## src/sv/fpa_pkg.sv

```systemverilog
// Shared types and constants of the fit-policy partition allocator.
// No dependencies; every other file but the assertion header imports it.
package fpa_pkg;

	localparam int BLK_W      = 4;
	localparam int AMT_W      = 16;
	localparam int SPACE_W    = 16;
	localparam int POLICY_W   = 2;
	localparam int ACT_W      = 5;
	localparam int CFG_IDX_W  = 2;
	localparam int CFG_DATA_W = 5;

	localparam logic REQ_LOAD  = 1'b0;
	localparam logic REQ_ALLOC = 1'b1;

	localparam logic [POLICY_W-1:0] POLICY_FIRST = 2'd0;
	localparam logic [POLICY_W-1:0] POLICY_BEST  = 2'd1;
	localparam logic [POLICY_W-1:0] POLICY_WORST = 2'd2;

	localparam logic [CFG_IDX_W-1:0] CFG_FIT_POLICY    = 2'd0;
	localparam logic [CFG_IDX_W-1:0] CFG_ACTIVE_BLOCKS = 2'd1;

	localparam logic [ACT_W-1:0] ACTIVE_RESET = 5'd16;

	// Control part of the scan token that travels along the cell row.
	typedef struct packed {
		logic valid;
		logic found;
	} scan_ctl_t;

endpackage

```

## src/sv/fpa_if.sv

```systemverilog
// Handshake channels of the fit-policy partition allocator.
// Depends on fpa_pkg for the field widths.
interface fpa_req_if import fpa_pkg::*; ();
	logic             valid;
	logic             ready;
	logic             req_type;
	logic [BLK_W-1:0] block_index;
	logic [AMT_W-1:0] amount;

	modport source (output valid, req_type, block_index, amount, input ready);
	modport sink (input valid, req_type, block_index, amount, output ready);
endinterface

interface fpa_res_if import fpa_pkg::*; ();
	logic               valid;
	logic               ready;
	logic               granted;
	logic [BLK_W-1:0]   chosen_block;
	logic [SPACE_W-1:0] space_left;

	modport source (output valid, granted, chosen_block, space_left, input ready);
	modport sink (input valid, granted, chosen_block, space_left, output ready);
endinterface

interface fpa_cfg_if import fpa_pkg::*; ();
	logic                  valid;
	logic                  ready;
	logic [CFG_IDX_W-1:0]  reg_index;
	logic [CFG_DATA_W-1:0] wr_data;

	modport source (output valid, reg_index, wr_data, input ready);
	modport sink (input valid, reg_index, wr_data, output ready);
endinterface

```

## src/sv/fit_policy_partition_allocator.sv

```systemverilog
// Fit-policy partition allocator: a row of NUM_BLOCKS cells scanned by a
// travelling token. A load goes straight to the write-back; an allocate first
// passes the token along the row, one cell per cycle, then the write-back.
// One item at a time: a new item is accepted only once the last has finished
// its write-back. Reset clears every partition's free space, selects first
// fit and sets 16 active partitions.
module fit_policy_partition_allocator import fpa_pkg::*; #(
	parameter int NUM_BLOCKS = 16,
	parameter int SIZE_BITS  = 16
) (
	input logic      clk,
	input logic      arst_n,
	fpa_cfg_if.sink  cfg,
	fpa_req_if.sink  req,
	fpa_res_if.source res
);

	localparam int IDX_W = (NUM_BLOCKS > 1) ? $clog2(NUM_BLOCKS) : 1;
	localparam int CMP_W = (SIZE_BITS > AMT_W) ? SIZE_BITS : AMT_W;

	localparam logic [1:0] ST_IDLE = 2'd0;
	localparam logic [1:0] ST_SCAN = 2'd1;
	localparam logic [1:0] ST_DONE = 2'd2;

	logic [1:0]          state_q;
	logic [POLICY_W-1:0] fit_policy_q;
	logic [ACT_W-1:0]    active_blocks_q;

	logic                kind_q;
	logic [BLK_W-1:0]    blk_q;
	logic [AMT_W-1:0]    amt_q;
	logic                found_q;
	logic [IDX_W-1:0]    pick_q;
	logic [SIZE_BITS-1:0] best_q;

	logic                res_valid_q;
	logic                res_granted_q;
	logic [BLK_W-1:0]    res_blk_q;
	logic [SPACE_W-1:0]  res_space_q;

	scan_ctl_t            ctl_w  [NUM_BLOCKS+1];
	logic [IDX_W-1:0]     pick_w [NUM_BLOCKS+1];
	logic [SIZE_BITS-1:0] best_w [NUM_BLOCKS+1];

	logic                 req_fire;
	logic                 out_free;
	logic                 finish;
	logic                 ok;
	logic [IDX_W-1:0]     wr_idx;
	logic [SIZE_BITS-1:0] wr_space;
	logic                 wr_en;
	logic [AMT_W-1:0]     scan_amt;

	assign cfg.ready = 1'b1;
	assign req.ready = (state_q == ST_IDLE);
	assign req_fire  = req.valid && req.ready;
	assign out_free  = !res_valid_q || res.ready;
	assign finish    = (state_q == ST_DONE) && out_free;

	// The first cell compares in the accepting cycle, before amt_q holds the request.
	assign scan_amt = req_fire ? req.amount : amt_q;

	assign ctl_w[0].valid = req_fire && (req.req_type == REQ_ALLOC);
	assign ctl_w[0].found = 1'b0;
	assign pick_w[0]      = '0;
	assign best_w[0]      = '0;

	for (genvar g = 0; g < NUM_BLOCKS; g++) begin : g_cell
		fpa_cell #(
			.NUM_BLOCKS(NUM_BLOCKS),
			.SIZE_BITS (SIZE_BITS),
			.INDEX     (g)
		) u_cell (
			.clk          (clk),
			.arst_n       (arst_n),
			.fit_policy   (fit_policy_q),
			.active_blocks(active_blocks_q),
			.amount       (scan_amt),
			.wr_en        (wr_en),
			.wr_idx       (wr_idx),
			.wr_space     (wr_space),
			.ctl_in       (ctl_w[g]),
			.pick_in      (pick_w[g]),
			.best_in      (best_w[g]),
			.ctl_out      (ctl_w[g+1]),
			.pick_out     (pick_w[g+1]),
			.best_out     (best_w[g+1])
		);
	end

	// Write-back and result of the item that has finished its scan.
	always_comb begin
		if (kind_q == REQ_LOAD) begin
			ok       = 32'(blk_q) < NUM_BLOCKS;
			wr_idx   = IDX_W'(blk_q);
			wr_space = SIZE_BITS'(CMP_W'(amt_q));
		end else begin
			ok       = found_q;
			wr_idx   = pick_q;
			wr_space = SIZE_BITS'(CMP_W'(best_q) - CMP_W'(amt_q));
		end
	end

	assign wr_en = finish && ok;

	always_ff @(posedge clk or negedge arst_n) begin
		if (!arst_n) begin
			fit_policy_q    <= POLICY_FIRST;
			active_blocks_q <= ACTIVE_RESET;
		end else if (cfg.valid && cfg.ready) begin
			unique case (cfg.reg_index)
				CFG_FIT_POLICY:    fit_policy_q    <= cfg.wr_data[POLICY_W-1:0];
				CFG_ACTIVE_BLOCKS: active_blocks_q <= cfg.wr_data;
				default: ;
			endcase
		end
	end

	always_ff @(posedge clk or negedge arst_n) begin
		if (!arst_n) begin
			state_q     <= ST_IDLE;
			res_valid_q <= 1'b0;
		end else begin
			if (finish) begin
				res_valid_q <= 1'b1;
			end else if (res.ready) begin
				res_valid_q <= 1'b0;
			end
			unique case (state_q)
				ST_IDLE: begin
					if (req_fire) begin
						state_q <= (req.req_type == REQ_ALLOC) ? ST_SCAN : ST_DONE;
					end
				end
				ST_SCAN: begin
					if (ctl_w[NUM_BLOCKS].valid) begin
						state_q <= ST_DONE;
					end
				end
				ST_DONE: begin
					if (out_free) begin
						state_q <= ST_IDLE;
					end
				end
				default: state_q <= ST_IDLE;
			endcase
		end
	end

	always_ff @(posedge clk) begin
		if (req_fire) begin
			kind_q <= req.req_type;
			blk_q  <= req.block_index;
			amt_q  <= req.amount;
		end
		if ((state_q == ST_SCAN) && ctl_w[NUM_BLOCKS].valid) begin
			found_q <= ctl_w[NUM_BLOCKS].found;
			pick_q  <= pick_w[NUM_BLOCKS];
			best_q  <= best_w[NUM_BLOCKS];
		end
		if (finish) begin
			res_granted_q <= ok;
			res_blk_q     <= ok ? BLK_W'(wr_idx) : '0;
			res_space_q   <= ok ? SPACE_W'(wr_space) : '0;
		end
	end

	assign res.valid        = res_valid_q;
	assign res.granted      = res_granted_q;
	assign res.chosen_block = res_blk_q;
	assign res.space_left   = res_space_q;

endmodule

```

## src/sv/fpa_cell.sv

```systemverilog
// One cell of the partition row: holds one partition's free space and
// updates the scan token on its way to the next cell. Depends on fpa_pkg.
module fpa_cell import fpa_pkg::*; #(
	parameter int NUM_BLOCKS = 16,
	parameter int SIZE_BITS  = 16,
	parameter int INDEX      = 0
) (
	input  logic                 clk,
	input  logic                 arst_n,
	input  logic [POLICY_W-1:0]  fit_policy,
	input  logic [ACT_W-1:0]     active_blocks,
	input  logic [AMT_W-1:0]     amount,
	input  logic                 wr_en,
	input  logic [((NUM_BLOCKS > 1) ? $clog2(NUM_BLOCKS) : 1)-1:0] wr_idx,
	input  logic [SIZE_BITS-1:0] wr_space,
	input  scan_ctl_t            ctl_in,
	input  logic [((NUM_BLOCKS > 1) ? $clog2(NUM_BLOCKS) : 1)-1:0] pick_in,
	input  logic [SIZE_BITS-1:0] best_in,
	output scan_ctl_t            ctl_out,
	output logic [((NUM_BLOCKS > 1) ? $clog2(NUM_BLOCKS) : 1)-1:0] pick_out,
	output logic [SIZE_BITS-1:0] best_out
);

	localparam int IDX_W = (NUM_BLOCKS > 1) ? $clog2(NUM_BLOCKS) : 1;
	localparam int CMP_W = (SIZE_BITS > AMT_W) ? SIZE_BITS : AMT_W;

	logic [SIZE_BITS-1:0] space_q;
	scan_ctl_t            ctl_q;
	logic [IDX_W-1:0]     pick_q;
	logic [SIZE_BITS-1:0] best_q;

	logic in_range;
	logic fits;
	logic take;

	assign in_range = 32'(active_blocks) > INDEX;
	assign fits     = CMP_W'(space_q) >= CMP_W'(amount);

	always_comb begin
		take = 1'b0;
		if (ctl_in.valid && in_range && fits) begin
			if (!ctl_in.found) begin
				take = 1'b1;
			end else begin
				// Ties keep the earlier partition, so only strict compares replace.
				case (fit_policy)
					POLICY_BEST:  take = space_q < best_in;
					POLICY_WORST: take = space_q > best_in;
					default:      take = 1'b0;
				endcase
			end
		end
	end

	always_ff @(posedge clk or negedge arst_n) begin
		if (!arst_n) begin
			space_q <= '0;
			ctl_q   <= '0;
		end else begin
			if (wr_en && (wr_idx == IDX_W'(INDEX))) begin
				space_q <= wr_space;
			end
			ctl_q.valid <= ctl_in.valid;
			ctl_q.found <= ctl_in.valid & (ctl_in.found | take);
		end
	end

	always_ff @(posedge clk) begin
		pick_q <= take ? IDX_W'(INDEX) : pick_in;
		best_q <= take ? space_q : best_in;
	end

	assign ctl_out  = ctl_q;
	assign pick_out = pick_q;
	assign best_out = best_q;

endmodule

```

## src/flat_wrapper.sv

```systemverilog
// flat-port wrapper written by rule: the top's interface ports become plain ports
module fit_policy_partition_allocator_flat import fpa_pkg::*;
#(
	parameter int NUM_BLOCKS = 16,
	parameter int SIZE_BITS  = 16
)
  (clk, arst_n, cfg_valid, cfg_reg_index, cfg_wr_data, cfg_ready, req_valid, req_req_type, req_block_index, req_amount, req_ready, res_valid, res_granted, res_chosen_block, res_space_left, res_ready);
  fpa_cfg_if cfg_i ();
  fpa_req_if req_i ();
  fpa_res_if res_i ();
  input logic clk;
  input logic arst_n;
  input wire logic [$bits(cfg_i.valid)-1:0] cfg_valid;
  input wire logic [$bits(cfg_i.reg_index)-1:0] cfg_reg_index;
  input wire logic [$bits(cfg_i.wr_data)-1:0] cfg_wr_data;
  output wire logic [$bits(cfg_i.ready)-1:0] cfg_ready;
  input wire logic [$bits(req_i.valid)-1:0] req_valid;
  input wire logic [$bits(req_i.req_type)-1:0] req_req_type;
  input wire logic [$bits(req_i.block_index)-1:0] req_block_index;
  input wire logic [$bits(req_i.amount)-1:0] req_amount;
  output wire logic [$bits(req_i.ready)-1:0] req_ready;
  output wire logic [$bits(res_i.valid)-1:0] res_valid;
  output wire logic [$bits(res_i.granted)-1:0] res_granted;
  output wire logic [$bits(res_i.chosen_block)-1:0] res_chosen_block;
  output wire logic [$bits(res_i.space_left)-1:0] res_space_left;
  input wire logic [$bits(res_i.ready)-1:0] res_ready;
  assign cfg_i.valid = cfg_valid;
  assign cfg_i.reg_index = cfg_reg_index;
  assign cfg_i.wr_data = cfg_wr_data;
  assign cfg_ready = cfg_i.ready;
  assign req_i.valid = req_valid;
  assign req_i.req_type = req_req_type;
  assign req_i.block_index = req_block_index;
  assign req_i.amount = req_amount;
  assign req_ready = req_i.ready;
  assign res_valid = res_i.valid;
  assign res_granted = res_i.granted;
  assign res_chosen_block = res_i.chosen_block;
  assign res_space_left = res_i.space_left;
  assign res_i.ready = res_ready;
  fit_policy_partition_allocator #(.NUM_BLOCKS(NUM_BLOCKS), .SIZE_BITS(SIZE_BITS)) u_core (.clk(clk), .arst_n(arst_n), .cfg(cfg_i), .req(req_i), .res(res_i));
endmodule
```

## config.mk

```make
export PLATFORM = sky130hd
export DESIGN_NAME = fit_policy_partition_allocator_flat
export DESIGN_NICKNAME = d
export VERILOG_FILES = /design/src/sv/fpa_pkg.sv /design/src/sv/fpa_if.sv /design/src/sv/fit_policy_partition_allocator.sv /design/src/sv/fpa_cell.sv /design/src/flat_wrapper.sv
export SDC_FILE = /design/constraint.sdc
export NUM_CORES = 2
export LEC_CHECK = 0
export ABC_AREA = 1
export BUFFER_PORTS_ARGS = -buffer_cell sky130_fd_sc_hd__buf_2
export CORE_UTILIZATION = 64
export CTS_CLUSTER_DIAMETER = 150
export CTS_CLUSTER_SIZE = 10
export DETAILED_ROUTE_END_ITERATION = 6
export PLACE_DENSITY = 0.81
export SETUP_SLACK_MARGIN = 0.02
export SLEW_MARGIN = 20
export SYNTH_ARGS = -nofsm -noshare
export SYNTH_HDL_FRONTEND = slang
export SYNTH_SLANG_ARGS = --single-unit
```

## constraint.sdc

```tcl
create_clock -name clk -period 5 [get_ports clk]
set_input_delay 0.75 -clock clk [delete_from_list [all_inputs] [get_ports clk]]
set_output_delay 0.75 -clock clk [all_outputs]
set_load 0.01 [all_outputs]
```

# After elaboration in Yosys (flattened, before gate mapping)
# Cells that the tools add are included.
# op_classes
reduce_logical,62
eq_ne,23
order_cmp,62
n_addsub,1
mux,72
bitwise_logic,31
# ops
cell,count
16-bit 2-to-1 mux,17
16-bit >= comparator,16
16-bit > comparator,15
16-bit < comparator,15
1-bit logical AND,53
"5-bit by 4-bit > comparator with 1-bit output, second input constant",8
1-bit 2-to-1 mux,34
"4-bit equality test, second input constant",8
1-bit case mux with 2 select lines,15
"5-bit by 3-bit > comparator with 1-bit output, second input constant",4
1-bit bitwise AND,16
"4-bit by 3-bit equality test with 1-bit output, second input constant",4
16-bit subtractor,1
1-bit bitwise OR,15
"5-bit by 1-bit > comparator with 1-bit output, second input constant",2
"5-bit by 2-bit > comparator with 1-bit output, second input constant",2
"4-bit by 2-bit equality test with 1-bit output, second input constant",2
2-bit 2-to-1 mux,4
"2-bit by 1-bit equality test with 1-bit output, second input constant",3
2-bit case mux with 3 select lines,1
"2-bit equality test, second input constant",2
"4-bit by 1-bit equality test with 1-bit output, second input constant",1
2-bit logical NOT,2
4-bit logical NOT,1
8 further kinds,10
# word_totals
ff_bits,666
output_inout_bits,24

# Logic depth before layout (Yosys ltp)
# logic_depth
word_depth,8
mapped_depth,23

# By module
# A second synthesis with hierarchy kept.
# unflattened
cells_unflattened,4730
area_unflattened_um2,40396.2
# modules_own_cells
mod,area_each_um2,instances,cells_each
fpa_cell at u_core.g_cell[12].u_cell ...,2309.7,2,266
fit_policy_partition_allocator,3759.9,1,446
fpa_cell at u_core.g_cell[10].u_cell,2317.2,1,268
fpa_cell at u_core.g_cell[7].u_cell,2306.0,1,269
fpa_cell at u_core.g_cell[13].u_cell,2301.0,1,267
fpa_cell at u_core.g_cell[3].u_cell,2301.0,1,265
fpa_cell at u_core.g_cell[8].u_cell,2297.2,1,267
fpa_cell at u_core.g_cell[1].u_cell,2296.0,1,267
fpa_cell at u_core.g_cell[4].u_cell,2294.7,1,268
fpa_cell at u_core.g_cell[15].u_cell,2293.4,1,270
fpa_cell at u_core.g_cell[14].u_cell,2279.7,1,268
fpa_cell at u_core.g_cell[2].u_cell,2277.2,1,271
fpa_cell at u_core.g_cell[0].u_cell,2272.2,1,269
fpa_cell at u_core.g_cell[11].u_cell,2268.4,1,269
+2 rows,n/a,n/a,n/a

# Worst setup path after synthesis
# No wires, ideal clock.
# synth_timing
path_type,input to register
startpoint,in req_valid
endpoint,reg u_core.g_cell[10].u_cell.best_q[10]
required_ns,4.887
path_stages,13
t_arrival_ns,3.537
path_slack_ns,1.350
cell_sequence,nand2_2 -> clkbuf_1 -> o21ai_0 -> ha_1 -> nand2_1 -> inv_1 -> nand3_1 -> inv_1 -> a211oi_1 -> nand3_4 -> buf_2 -> nand4_1 -> nand2_1
# synth_between
elab_chain_len,6
# synth_rtl
element,line_no,rtl
"start, declared",flat_wrapper.sv:17,input wire logic [$bits(req_i.valid)-1:0] req_valid;
1-bit logical AND,fit_policy_partition_allocator.sv:56,assign req_fire = req.valid && req.ready;
16-bit 2-to-1 mux,fit_policy_partition_allocator.sv:61,assign scan_amt = req_fire ? req.amount : amt_q;
16-bit >= comparator,fpa_cell.sv:37,assign fits = CMP_W'(space_q) >= CMP_W'(amount);
1-bit logical AND,fpa_cell.sv:41,if (ctl_in.valid && in_range && fits) begin
1-bit 2-to-1 mux,fpa_cell.sv:41,
16-bit 2-to-1 mux,fpa_cell.sv:70,best_q <= take ? space_q : best_in;
"end signal, assigned",fpa_cell.sv:70,
"end, declared",fpa_cell.sv:30,logic [SIZE_BITS-1:0] best_q;
# No other way between the ends.
# A chain may end at the register's enable or synchronous reset.

# Worst setup path after layout
# layout_timing
startpoint,reg u_core.state_q[0]
endpoint,reg u_core.g_cell[12].u_cell.best_q[14]
# layout_between
elab_chain_len,7
# layout_rtl
element,line_no,rtl
"start, declared",fit_policy_partition_allocator.sv:25,logic [1:0] state_q;
"start signal, assigned",fit_policy_partition_allocator.sv:132,state_q <= (req.req_type == REQ_ALLOC) ? ST_SCAN : ST_DONE;
2-bit logical NOT,fit_policy_partition_allocator.sv:55,assign req.ready = (state_q == ST_IDLE);
1-bit logical AND,fit_policy_partition_allocator.sv:56,
16-bit 2-to-1 mux,fit_policy_partition_allocator.sv:61,
16-bit >= comparator,fpa_cell.sv:37,
1-bit logical AND,fpa_cell.sv:41,
1-bit 2-to-1 mux,fpa_cell.sv:41,
16-bit 2-to-1 mux,fpa_cell.sv:70,
"end signal, assigned",fpa_cell.sv:70,
"end, declared",fpa_cell.sv:30,
# No other way between the ends.

==> flow_summary.yaml <==
setup_path:
  arrival_ps: 4690
  worst-r2r-setup-slack_ps: 870
  crit_path_end_kind: "register"
  critPathLaunchType: "register"
  cp.required_ps: 5560
  worstSetupPathType: "reg2reg"
  cp_max_fo: 24
timing:
  max_freq_ghz: 0.242
  holdWs_ps: 110
  final_hold_viol_count: 0
  fin_tns_setup_ps: 0
  maxSlewHeadroom_pct: 19.8
  setup_viol: 0
  worstMarginPinSlew_ps: 1200
  clock_skew_ps: 23.5
  finalMaxSlewViolations: 0
  min_period_ps: 4130
  rsz0062_at_grt: "false"
  period_share_pct: 82.5
synth:
  synth_cell_types: 53
  synthCells: 4647
  ys_seq_elements: 666
  synth_edf_count: 47
  synth_area_sq_um: 37200
  yosys_warnings: 0
  synth_seq_area_share_pct: 41.1
  synthFlopType: "dfxtp_1"
  synth.avg_cell_area_sq_um: 8.01
  async_reset_ff_share_pct: 44.7
  synth.net_count: 5178
grt:
  grt_pass1_wl_um: 172000
  grt_antenna_before_repair: 1
  track_usage_pct: 37.3
  grt_pass1_vias: 31100
  grt_overflow_total: 0
  grt_max_degree: 76
floorplanning:
  core_area_sq_um: 57600
  start_util_pct: 64.6
  io_pins: 57
  dieArea_sq_um: 59100
  die_h_um: 243
  num_rows: 88
  fp.dieW_um: 243
route:
  route.detailed.wl_per_inst_um: 19.7
  antenna_left: 0
  wirelength_um: 109000
  avgViaCountPerCell: 5.88
  vias: 32500
  dr.pass1.iters: 7
  drt_iter0_drc: 3542
  drcViolationCount: 0
placed_design:
  gp_congestion: 0.956
  dp_cells: 5389
  portBuffers: 55
  hpwl_um: 77200
clocking:
  cts_made_buffers: 76
  h-tree-depth: 3
  cts_setup_buffers: 0
  hold_buffers: 0
  cts_resized: 0
  clk_pin_slew_ps: 60
  cts_root_buffer: "clkbuf_16"
  cts_max_path_buffers: 3
  cts_sinks: 666
  insertion_delay_ps: 630
  cts_tree: "done"
hold_path:
  min_path_type: "in2async"
layout:
  stdcell_count: 5527
  drive_gt1_share_pct: 6.55
  area.growth.synth_to_final_pct: 9.05
  nNetsFinal: 5234
pwr:
  p_leak_uw: 0.0207
  power_uw: 10900
  powerDensity_nw_per_um2: 269
  peakVddDrop_uv: 245
job:
  drv_cap: 0
outcome:
  status: "finished, final reports clean"
power by group:
part	leakage (uW)	total (uW)	switching, uW	internal (uW)
Sequential	0.00695	5420	14.2	5410
Clock	0.00108	5280	2250	3030
Combinational	0.0127	218	171	46.3
Total	0.0207	10900	2440	8480
cell usage in the layout, fill, tap and decap left out, drive strengths merged, types with 2 or more instances in the layout:
cell type  count
nor2         180
nand4        276
nor3          38
nand3b         2
a21oi        193
xnor2          2
a21o          18
a31oi         20
ha           497
o21ai        307
o21a           2
a211oi        12
clkbuf       132
nand3        131
nand2       1470
o31a           6
or2            5
inv          654
o21bai        19
clkinv         2
xor2           8
buf          111
dfxtp        321
edfxtp        47
dfrtp        297
metrics by stage:
stage	utilization [%]	area, sq um	setup WS [ps]
2_1_floorplan	-	37200	1350
3_3_place_gp	66.5	38300	895
3_5_place_dp	66.5	38300	804
4_1_cts	70.4	40500	1000
5_1_grt	70.5	40600	659
6_report	70.5	40600	873
synthesized netlist by cell type, drive strengths merged (18+ instances only):
cell type	number	area, sq um
a21o	18	135
a21oi	193	966
a31oi	20	131
buf	79	542
clkbuf	54	206
dfrtp	297	7430
dfxtp	321	6430
edfxtp	47	1410
ha	497	6220
inv	652	2450
nand2	1470	5580
nand3	131	871
nand4	276	1730
nor2	180	816
nor3	38	195
o21ai	307	1550
o21bai	19	143
logic make-up after synthesis:
group                    count (synthesis)  share of synthesized area [%]
adder cells (fa/ha/maj)                498                           16.8
flip-flops                             666                           41.1
other                                    1                         0.0101
XOR/XNOR                                10                          0.235
buffers and inverters                  786                           8.60
AND/OR/NAND/NOR                       2103                           24.8
multiplexers                             1                         0.0303
AO/OA/AOI/OAI                          582                           8.42
registers in the layout, summed over array words and instances, names as in the netlist, 4 cells and up:
register / cells
u_core.active_blocks_q: 5
u_core.amt_q: 16
u_core.best_q: 16
u_core.blk_q: 4
u_core.g_cell.u_cell.best_out: 256
u_core.g_cell.u_cell.ctl_out: 32
u_core.g_cell.u_cell.pick_out: 49
u_core.g_cell.u_cell.space_q: 256
u_core.pick_q: 4
u_core.res.chosen_block: 4
u_core.res.space_left: 16
per-layer routing:
metal / track usage [%] / vias up / wire length (um)
met2: 57.4 / 1532 / 47900
met1: 51.0 / 15300 / 45700
met5: 0 / - / 0
met3: 6.30 / 332 / 9930
met4: 18.3 / 0 / 5550
li1: - / 15400 / -
area by class of cell:
class                   count  area, sq um
diodes                      1         2.50
clock buffers             132         2200
clock inverters             4         75.1
fillers                  4451        17000
inverters                 653         2450
multi-input cells        3195        18800
flip-flops and latches    666        15300
well taps                 765          957
repair buffers            111          776
worst max-delay path: stages (launching register included):
cell and delay, ps:
dfrtp_1 450, nor2_4 230, nand2_2 370, o21ai_2 870
buf_4 380, ha_1 270, nand2_1 80, inv_1 40
nand3_1 90, inv_1 50, a211oi_1 380, nand3_4 270
nand3_2 390, nand2_1 120, nand2_1 80
path summary, 6_finish.rpt:
path	startpoint	end	cells past startpoint
max	u_core.state_q[0]	u_core.g_cell[12].u_cell.best_out[14]	14
min	arst_n	u_core.g_cell[9].u_cell.space_q[6]	1
min reg2reg	u_core.g_cell[2].u_cell.ctl_out[1]	u_core.g_cell[3].u_cell.ctl_out[1]	0
max reg2reg	u_core.state_q[0]	u_core.g_cell[12].u_cell.best_out[14]	14
max in group asynchronous	arst_n	u_core.g_cell[11].u_cell.space_q[1]	2
min in group clk	res_ready	u_core.res.valid	2
(Power assumes the default switching activity.)
